$ cat src/rtl/slp_pkg.sv
// Types, constants and decode functions for the SLCAN line parser.
`timescale 1ns / 1ps
package slp_pkg;

    localparam int MAX_DATA_BYTES = 8;
    localparam int NIB_COUNT      = 2 * MAX_DATA_BYTES;
    localparam int PAYLOAD_W      = 64;
    localparam int ID_W           = 29;
    localparam int ID_STD_W       = 11;
    localparam int CNT_W          = 5;
    localparam int QUEUE_DEPTH    = 4;
    localparam int QPTR_W         = $clog2(QUEUE_DEPTH);

    localparam logic [CNT_W-1:0] COUNT_MAX      = 5'd31;
    localparam logic [CNT_W-1:0] ID_NIBS_STD    = 5'd3;
    localparam logic [CNT_W-1:0] ID_NIBS_EXT    = 5'd8;
    localparam logic [3:0]       MAX_DLC        = 4'(MAX_DATA_BYTES);

    // Characters
    localparam logic [7:0] CHAR_CR       = 8'h0D;
    localparam logic [7:0] CHAR_LF       = 8'h0A;
    localparam logic [7:0] CHAR_EXT      = 8'h54; // 'T'
    localparam logic [7:0] CHAR_STD      = 8'h74; // 't'
    localparam logic [7:0] CHAR_OPEN     = 8'h4F; // 'O'
    localparam logic [7:0] CHAR_LISTEN   = 8'h4C; // 'L'
    localparam logic [7:0] CHAR_CLOSE    = 8'h43; // 'C'
    localparam logic [7:0] CHAR_VERSION  = 8'h56; // 'V'
    localparam logic [7:0] CHAR_FWVER    = 8'h76; // 'v'
    localparam logic [7:0] CHAR_SERIAL   = 8'h4E; // 'N'
    localparam logic [7:0] CHAR_BAUD_UC  = 8'h53; // 'S'
    localparam logic [7:0] CHAR_BAUD_LC  = 8'h73; // 's'
    localparam logic [7:0] CHAR_STATUS   = 8'h46; // 'F'

    // Command codes
    localparam logic [3:0] CMD_INVALID     = 4'd0;
    localparam logic [3:0] CMD_OPEN        = 4'd1;
    localparam logic [3:0] CMD_LISTEN      = 4'd2;
    localparam logic [3:0] CMD_CLOSE       = 4'd3;
    localparam logic [3:0] CMD_VERSION     = 4'd4;
    localparam logic [3:0] CMD_FWVERSION   = 4'd5;
    localparam logic [3:0] CMD_SERIAL      = 4'd6;
    localparam logic [3:0] CMD_SETBAUD     = 4'd7;
    localparam logic [3:0] CMD_STATUS      = 4'd8;
    localparam logic [3:0] CMD_UNSUPPORTED = 4'd9;
    localparam logic [3:0] CMD_FRAME       = 4'd10;

    // Event kinds passed from front to back
    localparam logic [1:0] EVT_CONTENT = 2'd0;
    localparam logic [1:0] EVT_BREAK   = 2'd1;
    localparam logic [1:0] EVT_END     = 2'd2;

    typedef struct packed {
        logic       ok;
        logic [3:0] nib;
    } hex_t;

    typedef struct packed {
        logic [1:0] kind;
        logic [7:0] char_code;
        logic [3:0] nib;
        logic       hex_ok;
    } evt_t;

    typedef struct packed {
        logic [3:0]           cmd_type;
        logic                 frame_found;
        logic                 is_extended;
        logic [ID_W-1:0]      can_id;
        logic [3:0]           data_length;
        logic [PAYLOAD_W-1:0] payload;
    } result_t;

    function automatic hex_t hex_decode(input logic [7:0] c);
        hex_t h;
        h.ok  = 1'b1;
        h.nib = 4'd0;
        if (c >= 8'h30 && c <= 8'h39) begin
            h.nib = 4'(c - 8'h30);
        end else if (c >= 8'h61 && c <= 8'h66) begin
            h.nib = 4'(c - 8'h57);
        end else if (c >= 8'h41 && c <= 8'h46) begin
            h.nib = 4'(c - 8'h37);
        end else begin
            h.ok = 1'b0;
        end
        return h;
    endfunction

    function automatic logic is_frame_op(input logic [7:0] c);
        return (c == CHAR_EXT) || (c == CHAR_STD);
    endfunction

    function automatic logic [3:0] command_of(input logic [7:0] c);
        logic [3:0] cmd;
        unique case (c) inside
            CHAR_OPEN:                   cmd = CMD_OPEN;
            CHAR_LISTEN:                 cmd = CMD_LISTEN;
            CHAR_CLOSE:                  cmd = CMD_CLOSE;
            CHAR_VERSION:                cmd = CMD_VERSION;
            CHAR_FWVER:                  cmd = CMD_FWVERSION;
            CHAR_SERIAL:                 cmd = CMD_SERIAL;
            CHAR_BAUD_UC, CHAR_BAUD_LC:  cmd = CMD_SETBAUD;
            CHAR_STATUS:                 cmd = CMD_STATUS;
            default:                     cmd = CMD_UNSUPPORTED;
        endcase
        return cmd;
    endfunction

endpackage

$ cat src/rtl/slp_front.sv
// Front end: classifies each incoming character into a line event.
`timescale 1ns / 1ps
module slp_front (
    input  logic              s_valid,
    output logic              s_ready,
    input  logic [7:0]        s_char_code,
    input  logic              s_line_end,
    output logic              evt_valid,
    input  logic              evt_ready,
    output slp_pkg::evt_t     evt
);
    import slp_pkg::*;

    hex_t hex;

    always_comb begin
        hex = hex_decode(s_char_code);
        evt.char_code = s_char_code;
        evt.nib       = hex.nib;
        evt.hex_ok    = hex.ok;
        if (s_line_end) begin
            evt.kind = EVT_END;
        end else if (s_char_code == CHAR_CR || s_char_code == CHAR_LF) begin
            evt.kind = EVT_BREAK;
        end else begin
            evt.kind = EVT_CONTENT;
        end
    end

    assign evt_valid = s_valid;
    assign s_ready   = evt_ready;

endmodule

$ cat src/rtl/slp_queue.sv
// Small event queue between the classifier and the line decoder.
`timescale 1ns / 1ps
module slp_queue (
    input  logic              aclk,
    input  logic              aresetn,
    input  logic              in_valid,
    output logic              in_ready,
    input  slp_pkg::evt_t     in_evt,
    output logic              out_valid,
    input  logic              out_ready,
    output slp_pkg::evt_t     out_evt
);
    import slp_pkg::*;

    evt_t              entry_reg [QUEUE_DEPTH];
    logic [QPTR_W-1:0] wr_ptr_reg, wr_ptr_next;
    logic [QPTR_W-1:0] rd_ptr_reg, rd_ptr_next;
    logic [QPTR_W:0]   count_reg,  count_next;
    logic              push, pop;

    assign in_ready  = (count_reg != (QPTR_W+1)'(QUEUE_DEPTH));
    assign out_valid = (count_reg != '0);
    assign out_evt   = entry_reg[rd_ptr_reg];
    assign push      = in_valid && in_ready;
    assign pop       = out_valid && out_ready;

    always_comb begin
        wr_ptr_next = push ? wr_ptr_reg + 1'b1 : wr_ptr_reg;
        rd_ptr_next = pop  ? rd_ptr_reg + 1'b1 : rd_ptr_reg;
        count_next  = count_reg;
        if (push && !pop) begin
            count_next = count_reg + 1'b1;
        end else if (pop && !push) begin
            count_next = count_reg - 1'b1;
        end
    end

    always_ff @(posedge aclk) begin
        if (!aresetn) begin
            wr_ptr_reg <= '0;
            rd_ptr_reg <= '0;
            count_reg  <= '0;
        end else begin
            wr_ptr_reg <= wr_ptr_next;
            rd_ptr_reg <= rd_ptr_next;
            count_reg  <= count_next;
        end
    end

    always_ff @(posedge aclk) begin
        if (push) begin
            entry_reg[wr_ptr_reg] <= in_evt;
        end
    end

endmodule

$ cat src/rtl/slp_back.sv
// Back end: per-line decode state, command resolution and result register.
`timescale 1ns / 1ps
module slp_back (
    input  logic                            aclk,
    input  logic                            aresetn,
    input  logic                            evt_valid,
    output logic                            evt_ready,
    input  slp_pkg::evt_t                   evt,
    output logic                            m_valid,
    input  logic                            m_ready,
    output logic [3:0]                      m_cmd_type,
    output logic                            m_frame_found,
    output logic                            m_is_extended,
    output logic [slp_pkg::ID_W-1:0]        m_can_id,
    output logic [3:0]                      m_data_length,
    output logic [slp_pkg::PAYLOAD_W-1:0]   m_payload
);
    import slp_pkg::*;

    logic [7:0]           first_char_reg,    first_char_next;
    logic [CNT_W-1:0]     content_count_reg, content_count_next;
    logic [CNT_W-1:0]     pending_reg,       pending_next;
    logic [ID_W-1:0]      id_accum_reg,      id_accum_next;
    logic [3:0]           length_reg,        length_next;
    logic [PAYLOAD_W-1:0] payload_reg,       payload_next;
    logic                 frame_error_reg,   frame_error_next;
    logic                 out_valid_reg,     out_valid_next;
    result_t              out_reg,           out_next;

    logic                 take;
    logic                 out_free;
    logic [CNT_W:0]       flush_sum;
    logic [CNT_W-1:0]     pos;
    logic [7:0]           fc_flushed;
    logic                 err_flushed;
    logic [CNT_W-1:0]     id_nibs;
    logic [CNT_W-1:0]     nib_index;
    logic [CNT_W:0]       need_len;
    logic                 is_ext;
    result_t              res;

    assign out_free  = !out_valid_reg || m_ready;
    assign evt_ready = (evt.kind != EVT_END) || out_free;
    assign take      = evt_valid && evt_ready;

    // Decode of a content character, with held-back breaks folded in first
    always_comb begin
        flush_sum   = {1'b0, content_count_reg} + {1'b0, pending_reg};
        pos         = (flush_sum > {1'b0, COUNT_MAX}) ? COUNT_MAX : flush_sum[CNT_W-1:0];
        // a break that leads the line becomes the first character
        fc_flushed  = (pending_reg != '0 && content_count_reg == '0) ? CHAR_CR
                                                                     : first_char_reg;
        err_flushed = frame_error_reg || (pending_reg != '0 && content_count_reg != '0
                                          && is_frame_op(first_char_reg));
        id_nibs     = (fc_flushed == CHAR_EXT) ? ID_NIBS_EXT : ID_NIBS_STD;
        nib_index   = pos - (id_nibs + 5'd2);
    end

    // End of line: resolve the command
    always_comb begin
        is_ext   = (first_char_reg == CHAR_EXT);
        need_len = {1'b0, (is_ext ? ID_NIBS_EXT : ID_NIBS_STD)} + 6'd2
                   + {1'b0, length_reg, 1'b0};
        res      = '0;
        if (content_count_reg != '0) begin
            if (!is_frame_op(first_char_reg)) begin
                res.cmd_type = command_of(first_char_reg);
            end else if (!frame_error_reg && {1'b0, content_count_reg} == need_len) begin
                res.cmd_type    = CMD_FRAME;
                res.frame_found = 1'b1;
                res.is_extended = is_ext;
                res.can_id      = is_ext ? id_accum_reg
                                         : {{(ID_W-ID_STD_W){1'b0}}, id_accum_reg[ID_STD_W-1:0]};
                res.data_length = length_reg;
                res.payload     = payload_reg;
            end
        end
    end

    always_comb begin
        first_char_next    = first_char_reg;
        content_count_next = content_count_reg;
        pending_next       = pending_reg;
        id_accum_next      = id_accum_reg;
        length_next        = length_reg;
        payload_next       = payload_reg;
        frame_error_next   = frame_error_reg;
        out_valid_next     = m_ready ? 1'b0 : out_valid_reg;
        out_next           = out_reg;

        if (take) begin
            case (evt.kind)
                EVT_BREAK: begin
                    if (pending_reg != COUNT_MAX) begin
                        pending_next = pending_reg + 1'b1;
                    end
                end
                EVT_CONTENT: begin
                    pending_next       = '0;
                    first_char_next    = fc_flushed;
                    content_count_next = pos;
                    frame_error_next   = err_flushed;
                    // saturated positions are not decoded
                    if (pos != COUNT_MAX) begin
                        content_count_next = pos + 1'b1;
                        if (pos == '0) begin
                            first_char_next = evt.char_code;
                        end else if (is_frame_op(fc_flushed)) begin
                            if (!evt.hex_ok) begin
                                frame_error_next = 1'b1;
                            end else if (pos <= id_nibs) begin
                                id_accum_next = {id_accum_reg[ID_W-5:0], evt.nib};
                            end else if (pos == id_nibs + 5'd1) begin
                                length_next = evt.nib;
                                if (evt.nib > MAX_DLC) begin
                                    frame_error_next = 1'b1;
                                end
                            end else begin
                                // high nibble of each byte comes first
                                for (int k = 0; k < NIB_COUNT; k++) begin
                                    if (nib_index == CNT_W'(k)) begin
                                        payload_next[8*(k/2) + 4*(1 - k%2) +: 4] = evt.nib;
                                    end
                                end
                            end
                        end
                    end
                end
                default: begin
                    out_valid_next     = 1'b1;
                    out_next           = res;
                    first_char_next    = '0;
                    content_count_next = '0;
                    pending_next       = '0;
                    id_accum_next      = '0;
                    length_next        = '0;
                    payload_next       = '0;
                    frame_error_next   = 1'b0;
                end
            endcase
        end
    end

    always_ff @(posedge aclk) begin
        if (!aresetn) begin
            first_char_reg    <= '0;
            content_count_reg <= '0;
            pending_reg       <= '0;
            id_accum_reg      <= '0;
            length_reg        <= '0;
            payload_reg       <= '0;
            frame_error_reg   <= 1'b0;
            out_valid_reg     <= 1'b0;
        end else begin
            first_char_reg    <= first_char_next;
            content_count_reg <= content_count_next;
            pending_reg       <= pending_next;
            id_accum_reg      <= id_accum_next;
            length_reg        <= length_next;
            payload_reg       <= payload_next;
            frame_error_reg   <= frame_error_next;
            out_valid_reg     <= out_valid_next;
        end
    end

    always_ff @(posedge aclk) begin
        out_reg <= out_next;
    end

    assign m_valid       = out_valid_reg;
    assign m_cmd_type    = out_reg.cmd_type;
    assign m_frame_found = out_reg.frame_found;
    assign m_is_extended = out_reg.is_extended;
    assign m_can_id      = out_reg.can_id;
    assign m_data_length = out_reg.data_length;
    assign m_payload     = out_reg.payload;

endmodule

$ cat src/rtl/slcan_line_parser.sv
// Top level of the SLCAN command line parser.
// SLCAN line parser: takes one ASCII character per transfer on the s_ channel and,
// for each transfer with s_line_end high, returns one decoded command on the m_
// channel (open, listen, close, version, serial, baud, status, unsupported, data
// frame or invalid). Trailing CR/LF are trimmed; t/T frames are checked for hex
// digits, exact length and DLC, then the ID and payload are returned. Throughput
// is one character per clock while the event queue has room; it fills when a
// terminator waits for a busy output register. A character is written into the
// four-entry event queue at its transfer and updates the decode state when the
// back end takes it; a terminator's command is presented from an output register.
// The queue lets input transfers continue while a finished command waits.
`timescale 1ns / 1ps
module slcan_line_parser (
    input  logic                            aclk,
    input  logic                            aresetn,
    input  logic                            s_valid,
    output logic                            s_ready,
    input  logic [7:0]                      s_char_code,
    input  logic                            s_line_end,
    output logic                            m_valid,
    input  logic                            m_ready,
    output logic [3:0]                      m_cmd_type,
    output logic                            m_frame_found,
    output logic                            m_is_extended,
    output logic [slp_pkg::ID_W-1:0]        m_can_id,
    output logic [3:0]                      m_data_length,
    output logic [slp_pkg::PAYLOAD_W-1:0]   m_payload
);
    import slp_pkg::*;

    logic fe_valid, fe_ready;
    evt_t fe_evt;
    logic q_valid, q_ready;
    evt_t q_evt;

    slp_front u_front (
        .s_valid     (s_valid),
        .s_ready     (s_ready),
        .s_char_code (s_char_code),
        .s_line_end  (s_line_end),
        .evt_valid   (fe_valid),
        .evt_ready   (fe_ready),
        .evt         (fe_evt)
    );

    slp_queue u_queue (
        .aclk      (aclk),
        .aresetn   (aresetn),
        .in_valid  (fe_valid),
        .in_ready  (fe_ready),
        .in_evt    (fe_evt),
        .out_valid (q_valid),
        .out_ready (q_ready),
        .out_evt   (q_evt)
    );

    slp_back u_back (
        .aclk          (aclk),
        .aresetn       (aresetn),
        .evt_valid     (q_valid),
        .evt_ready     (q_ready),
        .evt           (q_evt),
        .m_valid       (m_valid),
        .m_ready       (m_ready),
        .m_cmd_type    (m_cmd_type),
        .m_frame_found (m_frame_found),
        .m_is_extended (m_is_extended),
        .m_can_id      (m_can_id),
        .m_data_length (m_data_length),
        .m_payload     (m_payload)
    );

endmodule

$ cat config.mk
export PLATFORM = sky130hd
export DESIGN_NAME = slcan_line_parser
export DESIGN_NICKNAME = d
export VERILOG_FILES = /design/src/rtl/slp_pkg.sv /design/src/rtl/slp_front.sv /design/src/rtl/slp_queue.sv /design/src/rtl/slp_back.sv /design/src/rtl/slcan_line_parser.sv
export SDC_FILE = /design/constraint.sdc
export NUM_CORES = 1
export LEC_CHECK = 0
export BUFFER_PORTS_ARGS = -buffer_cell sky130_fd_sc_hd__buf_2
export CAP_MARGIN = 20
export CORE_MARGIN = 5
export CORE_UTILIZATION = 59
export DETAILED_ROUTE_END_ITERATION = 8
export PLACE_DENSITY = 0.79
export SLEW_MARGIN = 20
export SYNTH_ARGS = -nofsm -noshare
export SYNTH_HDL_FRONTEND = slang
export SYNTH_SLANG_ARGS = --single-unit
$ cat constraint.sdc
create_clock -name aclk -period 4.8 [get_ports aclk]
set_input_delay 0.48 -clock aclk [delete_from_list [all_inputs] [get_ports aclk]]
set_output_delay 0.48 -clock aclk [all_outputs]
set_load 0.05 [all_outputs]
## Word-level counts from Yosys, hierarchy flattened

Memory sizes are Yosys's and may differ from the RTL's. A register that Yosys moved wholly into a read port is not among the register bits.
Index checks and enable logic that the tools add are counted.

- Register bits: 227
- RAM bits: 60
- Output and inout port bits: 105
- Logic and storage cells: 253
- Memories kept: 1

Memory list:

| memory | depth | width | read ports | clocked after memory_dff | write ports | line | source |
|---|---|---|---|---|---|---|---|
| u_queue.entry_reg | 4 | 15 | 1 | 1 | 1 | slp_queue.sv:15 | `evt_t entry_reg [QUEUE_DEPTH];` |

- $add $sub $neg: 15
- $lt $le $gt $ge: 9
- Equality and inequality tests: 62
- Muxes and demuxes: 76
- Bitwise gates (word level): 2
- Reductions and logical operators: 55

Operators by type and width:

| kind | number |
|---|---|
| 64-bit 2-to-1 mux | 6 |
| 29-bit 2-to-1 mux | 6 |
| 9-bit AND reduction | 16 |
| 64-bit case mux with 2 select lines | 1 |
| 4-bit 2-to-1 mux | 28 |
| 8-bit by 7-bit equality test with 1-bit output (second input constant) | 13 |
| 103-bit 2-to-1 mux | 1 |
| 29-bit case mux with 2 select lines | 1 |
| 2-bit by 1-bit inequality test with 1-bit output (second input constant) | 22 |
| 5-bit by 4-bit equality test with 1-bit output (second input constant) | 8 |
| 4-bit case mux with 8 select lines | 1 |
| 8-bit 2-to-1 mux | 3 |
| 5-bit by 3-bit equality test with 1-bit output (second input constant) | 4 |
| 5-bit 2-to-1 mux | 4 |
| 8-bit by 4-bit equality test with 1-bit output (second input constant) | 2 |
| 8-bit by 7-bit greater-or-equal comparator with 1-bit output (second input constant) | 2 |
| 8-bit by 7-bit <= comparator with 1-bit output (second input constant) | 2 |
| 1-bit 2-to-1 mux | 16 |
| 8-bit case mux with 2 select lines | 1 |
| 5-bit by 1-bit adder with 5-bit output (second input constant) | 3 |
| 5-bit logical NOT | 3 |
| 1-bit logical AND | 11 |
| 5-bit by 2-bit equality test with 1-bit output (second input constant) | 2 |
| 5-bit inequality test (second input constant) | 2 |
| 39 further kinds | 61 |

## Logic depth before layout (Yosys ltp)

Gate-level depths: netlist of the first run.

- Depth after elaboration: 16
- Mapped depth: 16

## By module

A second synthesis of the first run with hierarchy kept.

- Cells, all modules: 960
- Area, all modules: 12303.0 um2

Modules (own cells, without submodules):

| module | instances | cells an instance | area an instance (um2) | sequential area each (um2) |
|---|---|---|---|---|
| slp_back | 1 | 794 | 9301.4 | 5435.2 |
| slp_queue | 1 | 126 | 2692.6 | 1981.9 |
| slp_front | 1 | 40 | 309.0 | 0.0 |

## Least setup slack after synthesis of the first run

Ideal clock, no wire load.

- Path kind: register -> register
- From: register (tool-made name)
- To: register u_back.out_reg, in the netlist u_back.m_can_id[0] (enable)
- Setup time: 456 ps
- Arrival: 3666 ps
- Data required time: 4344 ps
- Path slack: 678 ps
- Stages on the path, launching flop included: 6
- Cell sequence: dfxtp_1 > buf_2 > mux4_2 > a21oi_1 > nand2_1 > inv_1

RTL lines:

| what | line | source |
|---|---|---|
| to (signal assigned) | slp_back.sv:167 | `out_reg <= out_next;` |
| to (decl) | slp_back.sv:28 | `result_t out_reg, out_next;` |

## Worst setup path after layout of the first run

- From: register u_back.content_count_reg[2]
- To: register u_back.payload_reg[28]

- Word-level cells in the longest chain between the ends: 10
- Elaborated cells between the ends (all ways): 25
- Those cells by class: 4 x add/sub; 2 x order compare; 11 x eq/ne; 3 x mux; 5 x reduce/logical

Ends and longest elaborated chain:

| what | line | source |
|---|---|---|
| from (decl) | slp_back.sv:21 | `logic [CNT_W-1:0] content_count_reg, content_count_next;` |
| from (signal assigned) | slp_back.sv:156 | `content_count_reg <= content_count_next;` |
| 5-bit logical NOT | slp_back.sv:51 | `fc_flushed = (pending_reg != '0 && content_count_reg == '0) ? CHAR_CR` |
| 1-bit logical AND | slp_back.sv:51 |  |
| 8-bit 2-to-1 mux | slp_back.sv:51 |  |
| 8-bit by 7-bit equality test with 1-bit output | slp_pkg.sv:90, slp_back.sv:55 |  |
| 4-bit 2-to-1 mux | slp_back.sv:55 | `id_nibs = (fc_flushed == CHAR_EXT) ? ID_NIBS_EXT : ID_NIBS_STD;` |
| 5-bit by 2-bit adder with 5-bit output | slp_back.sv:56 | `nib_index = pos - (id_nibs + 5'd2);` |
| 5-bit subtractor | slp_back.sv:56 |  |
| 5-bit by 3-bit equality test with 1-bit output | slp_back.sv:121 | `if (nib_index == CNT_W'(k)) begin` |
| 2-bit by 1-bit inequality test with 1-bit output (no line) | - |  |
| 9-bit AND reduction (no line) (*) | - |  |
| to (signal assigned) | slp_back.sv:160 | `payload_reg <= payload_next;` |
| to (decl) | slp_back.sv:25 | `logic [PAYLOAD_W-1:0] payload_reg, payload_next;` |

Mark *: on every way between the ends. The rest lies on a longest branch, timed or not.
A chain may end at the register's enable or synchronous reset.

==> results.py, run 1 <==
metrics = {
    "synthesis": {
        "synth_common_cells": "163 x edfxtp_1, 126 x dfxtp_1, 107 x and2_1",
        "synth_top_area_share_pct": 39.98,
        "synth_top_area_cell": "edfxtp_1",
        "syn_area_per_cell_um2": 12.85,
        "ys_types": 66,
        "postSynth.asyncResetShare_pct": 0,
        "synth_seq_area_share_pct": 60.58,
        "synth_edf_count": 163,
        "synth-seq-cells": 289,
        "synthTopCellsByArea": "edfxtp_1 40%, dfxtp_1 21%, and2_1 5.5%",
        "synthFlopType": "edfxtp_1",
        "syn_inst": 953,
        "yosysWarnings": 0,
        "synthesis.nets": 999,
        "synthMostInstantiatedCell": "edfxtp_1",
        "syn_area_um2": 12240,
    },
    "cts": {
        "cts_buffers": 28,
        "cts_tree": "built",
        "cts_sinks": 289,
        "clock_path_buffers": 3,
        "clk_pin_slew_ns": 0.06,
        "clkLatencyLatePin_ns": 0.55,
        "h-tree-depth": 1,
        "root_buffer": "clkbuf_16",
        "hold_buffers": 0,
    },
    "cells_and_area": {
        "finalNetCount": 1110,
        "multi_input_comb_area_um2": 4537,
        "fin_util_pct": 68.57,
        "regArea_um2": 7417,
        "n_fill_cell": 1432,
        "drive_above_1_share_pct": 20.07,
        "area_delta_synth_final_pct": 14.04,
        "fin_cells": 1356,
        "finalInstanceArea_um2": 13960,
        "antennaDiodeCount": 0,
    },
    "place": {
        "placed_cell_area_um2": 13100,
        "port_buffers": 117,
        "place_ws_ns": 0.3254,
        "place_congestion": 0.9055,
        "dp_cells": 1304,
        "place_hpwl_um": 16640,
    },
    "job": {
        "maxCapViolations": 0,
    },
    "critical_path": {
        "crit_path_start": "u_back.content_count_reg[2]$_SDFFE_PN0P_",
        "r2r_start": "u_back.content_count_reg[2]$_SDFFE_PN0P_",
        "r2r_slack_ns": 0.42,
        "path_class": "register to register",
        "required_ns": 5.27,
        "r2r_end": "u_back.payload_reg[28]$_SDFFE_PN0P_",
        "r2r_cells": 12,
        "cp_max_fo": 15,
        "crit_path_start_kind": "register",
        "arrival_ns": 4.85,
        "end_kind": "register",
    },
    "floorplanning": {
        "die_area_um2": 23730,
        "core-area_um2": 20360,
        "die_h_um": 154.1,
        "dieWidth_um": 154.1,
        "floorplan.initialDensity_pct": 60.13,
        "rows": 52,
        "ios": 118,
    },
    "global_route": {
        "grt_remaining_overflow": 0,
        "antenna_found_initial": 0,
        "track_usage_pct": 20.64,
        "grt_max_degree": 76,
        "grt_pass1_wl_um": 40720,
        "first_global_vias": 7845,
    },
    "timing": {
        "fin_hold_ws_ns": 0.1896,
        "tightest_slew_ns": 0.8767,
        "rsz0062_at_grt": "false",
        "slew_headroom_pct": 41.55,
        "fin_crit_ns": 4.381,
        "tns_ns": 0,
        "skew_ns": 0.01817,
        "max_freq_ghz": 0.2283,
        "fin_ws_ns": 0.4193,
        "finalCritPeriodShare_pct": 91.26,
        "final-max-slew-violation-count": 0,
        "setup_viol": 0,
        "hold_viol": 0,
    },
    "detailed_routing": {
        "wl_per_cell_um": 18.38,
        "wl_um": 24920,
        "drc": 0,
        "drt_first_pass_iters": 5,
        "detail-route-antenna-nets": 0,
        "via_per_inst": 5.886,
        "drt_iter0_drc": 421,
        "vias": 7982,
    },
    "pwr": {
        "p_leak_nw": 5.198,
        "max-vdd-ir-drop_mv": 0.4088,
        "power_mw": 8.327,
        "power.density_nw_per_um2": 596.3,
    },
    "hold_path": {
        "min_path_cells": 1,
        "min_path_type": "input port to register",
        "hold_path_end": "u_queue.entry_reg[1][10]$_DFFE_PP_",
        "hp-start": "s_char_code[5]",
    },
    "run_status": {
        "status": "completed",
    },
}
[critical path, stage by stage, from the launching register on]
cell and delay, ns:
dfxtp_1 0.36, ha_1 0.54, nor2_1 0.12, nor4b_1 0.40, o21ai_0 0.29, ha_1 0.44, or3b_2 0.48, a2111oi_1 0.48
o21a_2 0.32, a2111oi_4 0.05, buf_4 0.25, a41oi_1 0.40, o2bb2ai_1 0.16
[cell type report]
| class | instances | area share (%) |
|---|---|---|
| Timing Repair Buffer | 134 | 5.197 |
| Inverter | 21 | 0.5824 |
| Clock inverter | 13 | 0.7348 |
| Clock buffer | 39 | 5.457 |
| Multi-Input combinational cell | 590 | 32.49 |
| Sequential cell | 289 | 53.12 |
| Tap cell | 270 | 2.419 |
[timing repair]
action                     4_1_cts  5_1_grt
gates resized for setup          0        2
setup endpoints to repair        0       20
buffers inserted                 0        0
[placed cells by master, fill, tap and decap left out, types with 14 or more instances in the layout]
| master | synthesis | layout |
|---|---|---|
| nor2b_1 | 43 | 43 |
| nand3_1 | 15 | 15 |
| buf_4 | 2 | 16 |
| a21oi_1 | 14 | 14 |
| mux4_2 | 15 | 15 |
| buf_2 | 12 | 117 |
| edfxtp_1 | 163 | 163 |
| o2bb2ai_1 | 61 | 61 |
| a22oi_1 | 31 | 31 |
| nor2_1 | 25 | 25 |
| clkbuf_16 | 0 | 28 |
| and2_1 | 107 | 107 |
| o21ai_0 | 26 | 26 |
| inv_1 | 21 | 20 |
| dfxtp_1 | 126 | 126 |
| ha_1 | 30 | 30 |
| nand2_1 | 42 | 42 |
| a31oi_1 | 19 | 19 |
[kinds of logic (layout without fill, tap and decap cells)]
group	Yosys count	in the layout	share of synthesized area, %
AO/OA/AOI/OAI	221	221	14.60
XOR/XNOR	22	22	1.574
adder cells (fa/ha/maj)	33	33	3.556
buffers and inverters	74	207	2.514
flip-flops	289	289	60.58
multiplexers	20	20	3.168
AND/OR/NAND/NOR	294	294	14.01
[metal layers]
layer	GRT usage [%]	part of all wire [%]	up-vias
li1	-	-	3816
met1	27.09	41	3893
met2	36.06	50	230
met3	3.176	5.5	43
met4	5.383	2.7	0
met5	0	0	-
[worst max-delay path by stage]
stage                                           to  depth (start not counted)
2_1_floorplan     u_back.m_can_id[0]$_SDFFCE_PN0P_                          5
3_3_place_gp    u_back.payload_reg[9]$_SDFFE_PN0P_                         12
3_5_place_dp   u_back.payload_reg[28]$_SDFFE_PN0P_                         12
4_1_cts        u_back.payload_reg[13]$_SDFFE_PN0P_                         12
5_1_grt        u_back.payload_reg[26]$_SDFFE_PN0P_                         12
6_report       u_back.payload_reg[28]$_SDFFE_PN0P_                         12
[where the power goes]
part	leakage, nW	internal (mW)	switching (mW)
sequential	2.58	3.14	0.154
clock	0.426	1.16	0.891
combinational	2.19	0.666	2.31
No activity file was read; power rests on OpenSTA's default activity.
==> run 2, diff against run 1 <==
--- a/config.mk
+++ b/config.mk
@@ -14,4 +14,5 @@
 export SLEW_MARGIN = 20
 export SYNTH_ARGS = -nofsm -noshare
 export SYNTH_HDL_FRONTEND = slang
+export SYNTH_HIERARCHICAL = 1
 export SYNTH_SLANG_ARGS = --single-unit
==> run 2 against run 1 <==
  * Cell count rose by 0.44%
  * Non-clock buffer count fell by 4
  * Sequential share of layout area fell by 0.24 points
  * Wire length fell by 3.9%
  * Area after synthesis grew 0.48%
==> results.py, run 2 <==
metrics = {
    "cts": {
        "root_buffer": "clkbuf_16",
        "cts_setup_buffers": 0,
        "clock_path_buffers": 3,
        "clkLatencyLatePin_ns": 0.53,
        "cts_tree": "built",
        "cts_sinks": 289,
        "ctsResizeCount": 0,
        "h-tree-depth": 1,
        "cts_buffers": 28,
        "clk_pin_slew_ns": 0.06,
        "hold_buffers": 0,
    },
    "pwr": {
        "max-vdd-ir-drop_mv": 0.4089,
        "p_leak_nw": 5.847,
        "switching_share_pct": 37.64,
        "power_frac_comb_pct": 32.2,
        "intPower_mw": 5.019,
        "power.density_nw_per_um2": 573.8,
        "clkPwrFrac_pct": 27.3,
        "p_seq_share_pct": 40.4,
        "p_sw_mw": 3.030,
    },
    "job": {
        "maxCapViolations": 0,
    },
    "hold_path": {
        "hold_path_end": "u_queue/entry_reg[2][14]$_DFFE_PP_",
        "min_path_cells": 1,
        "hp-start": "s_line_end",
        "min_path_type": "input port to register",
    },
    "cells_and_area": {
        "fin_util_pct": 68.88,
        "antennaDiodeCount": 0,
        "fin_cells": 1362,
        "finalInstanceArea_um2": 14030,
        "drive_above_1_share_pct": 19.41,
        "most-common-layout-cells": "163 x edfxtp_1, 126 x dfxtp_1, 117 x buf_2",
        "area_delta_synth_final_pct": 14.01,
        "finalNetCount": 1118,
        "final_common_cell": "edfxtp_1",
    },
    "synthesis": {
        "synth_seq_area_share_pct": 60.29,
        "synthMostInstantiatedCell": "edfxtp_1",
        "yosysWarnings": 6,
        "synth_top_area_share_pct": 39.78,
        "synth_edf_count": 163,
        "syn_area_um2": 12300,
        "synth-seq-cells": 289,
        "syn_area_per_cell_um2": 12.82,
        "synthesis.nets": 1008,
        "synth_top_area_cell": "edfxtp_1",
        "postSynth.asyncResetShare_pct": 0,
        "syn_inst": 960,
        "synth_common_cells": "163 x edfxtp_1, 126 x dfxtp_1, 111 x and2_1",
        "synthTopCellsByArea": "edfxtp_1 40%, dfxtp_1 21%, mux2i_1 6.0%",
        "ys_types": 79,
        "synthFlopType": "edfxtp_1",
    },
    "place": {
        "port_buffers": 117,
        "place_hpwl_um": 15890,
        "place_congestion": 0.8750,
        "dp_cells": 1310,
        "placed_cell_area_um2": 13100,
    },
    "run_status": {
        "status": "completed",
    },
    "global_route": {
        "antenna_found_initial": 0,
        "grt_max_degree": 80,
        "track_usage_pct": 19.95,
        "grt_pass1_wl_um": 39110,
        "grt_remaining_overflow": 0,
        "first_global_vias": 7607,
    },
    "detailed_routing": {
        "vias": 7594,
        "via_per_inst": 5.576,
        "detail-route-antenna-nets": 0,
        "drt_first_pass_iters": 5,
        "drc": 0,
        "drt_iter0_drc": 433,
        "wl_per_cell_um": 17.58,
        "wl_um": 23950,
    },
    "floorplanning": {
        "die_area_um2": 23840,
        "die_h_um": 154.4,
        "ios": 118,
        "floorplan.initialDensity_pct": 60.41,
        "rows": 52,
        "dieWidth_um": 154.4,
        "core-area_um2": 20360,
    },
    "critical_path": {
        "r2r_cells": 15,
        "cp_max_fo": 16,
        "end_kind": "register",
        "crit_path_start": "u_back/content_count_reg[0]$_SDFFE_PN0P_",
        "r2r_slack_ns": 0.44,
        "required_ns": 5.17,
        "path_class": "register to register",
        "arrival_ns": 4.73,
        "crit_path_start_kind": "register",
        "r2r_end": "u_back/payload_reg[22]$_SDFFE_PN0P_",
        "r2r_start": "u_back/content_count_reg[0]$_SDFFE_PN0P_",
    },
    "timing": {
        "hold_viol": 0,
        "finalCritPeriodShare_pct": 90.84,
        "tightest_slew_ns": 0.9037,
        "fin_crit_ns": 4.360,
        "max_freq_ghz": 0.2293,
        "rsz0062_at_grt": "false",
        "tns_ns": 0,
        "setup_viol": 0,
        "skew_ns": 0.006491,
        "slew_headroom_pct": 39.61,
        "final-max-slew-violation-count": 0,
    },
}
-- run 2: cell count changes after synthesis, sizes merged, moves of 8 or more --
cell,before,now
mux2i,5,74
a31oi,19,2
nor3,2,11
a22oi,31,4
nand4,4,12
nand2,42,115
a22o,6,37
a41oi,16,1
o2bb2ai,61,0
nor2b,43,12
and3,14,4
-- run 2: per-stage QoR --
stage	worst slack [ns]	hold WS (ns)	total power, mW
global placement	0.5993	0.4417	5.877
CTS	0.4606	0.1902	8.110
finish	0.4397	0.2015	8.049
floorplan	0.7086	0.4339	5.324
global route	0.05212	0.1964	8.404
detailed placement	0.4766	0.4485	5.907
-- run 2: routing by layer --
layer  global-route usage (%)  vias up  wire length, um  share of wire, %
met1                    27.10     3645            10290                43
li1                         -     3686                -                 -
met2                    33.53      213            11610                48
met4                    5.509        0              533               2.2
met3                    3.353       50             1512               6.3
met5                        0        -                0                 0
-- run 2: critical path: stages (launching register included) --
cell and delay, ns:
dfxtp_1 0.44, ha_1 0.24, inv_1 0.06, fa_1 0.41, nand2b_1 0.19, a221oi_2 0.39, nand2_1 0.24, ha_1 0.34
and2_0 0.14, or3_1 0.32, a21oi_1 0.15, o2111ai_1 0.18, a221oi_4 0.26, buf_4 0.31, nand4_1 0.33, mux2i_1 0.22
-- run 2: cell families after synthesis --
group,after synthesis,synth area share [%]
flip-flops,289,60.29
XOR/XNOR,15,1.068
AND/OR/NAND/NOR,343,15.77
adder cells (fa/ha/maj),35,3.742
multiplexers,89,8.919
buffers and inverters,75,2.939
AO/OA/AOI/OAI,114,7.272
-- run 2: layout make-up --
| class | count | area [um2] |
|---|---|---|
| flip-flops and latches | 289 | 7417 |
| fillers | 1445 | 6337 |
| multi-input cells | 596 | 4552 |
| clock buffers | 33 | 740.7 |
| repair buffers | 130 | 695.7 |
| well taps | 270 | 337.8 |
| clock inverters | 19 | 190.2 |
| inverters | 25 | 93.84 |
-- run 2: how the worst max path moves through the flow --
stage                                                     end  slack [ns]
after CTS                 u_back/payload_reg[54]$_SDFFE_PN0P_        0.46
final                     u_back/payload_reg[22]$_SDFFE_PN0P_        0.44
after global routing      u_back/payload_reg[23]$_SDFFE_PN0P_        0.05
after floorplan              u_back/m_can_id[0]$_SDFFCE_PN0P_        0.71
after global placement    u_back/payload_reg[58]$_SDFFE_PN0P_        0.60
after detailed placement  u_back/payload_reg[54]$_SDFFE_PN0P_        0.48
-- run 2: power groups by stage --
stage	registers, mW	clock network [mW]	logic (mW)
finish	3.26	2.20	2.59
global placement	3.30	0	2.58
CTS	3.26	2.24	2.61
global route	3.30	2.35	2.76
detailed placement	3.31	0	2.60
floorplan	4.24	0	1.09
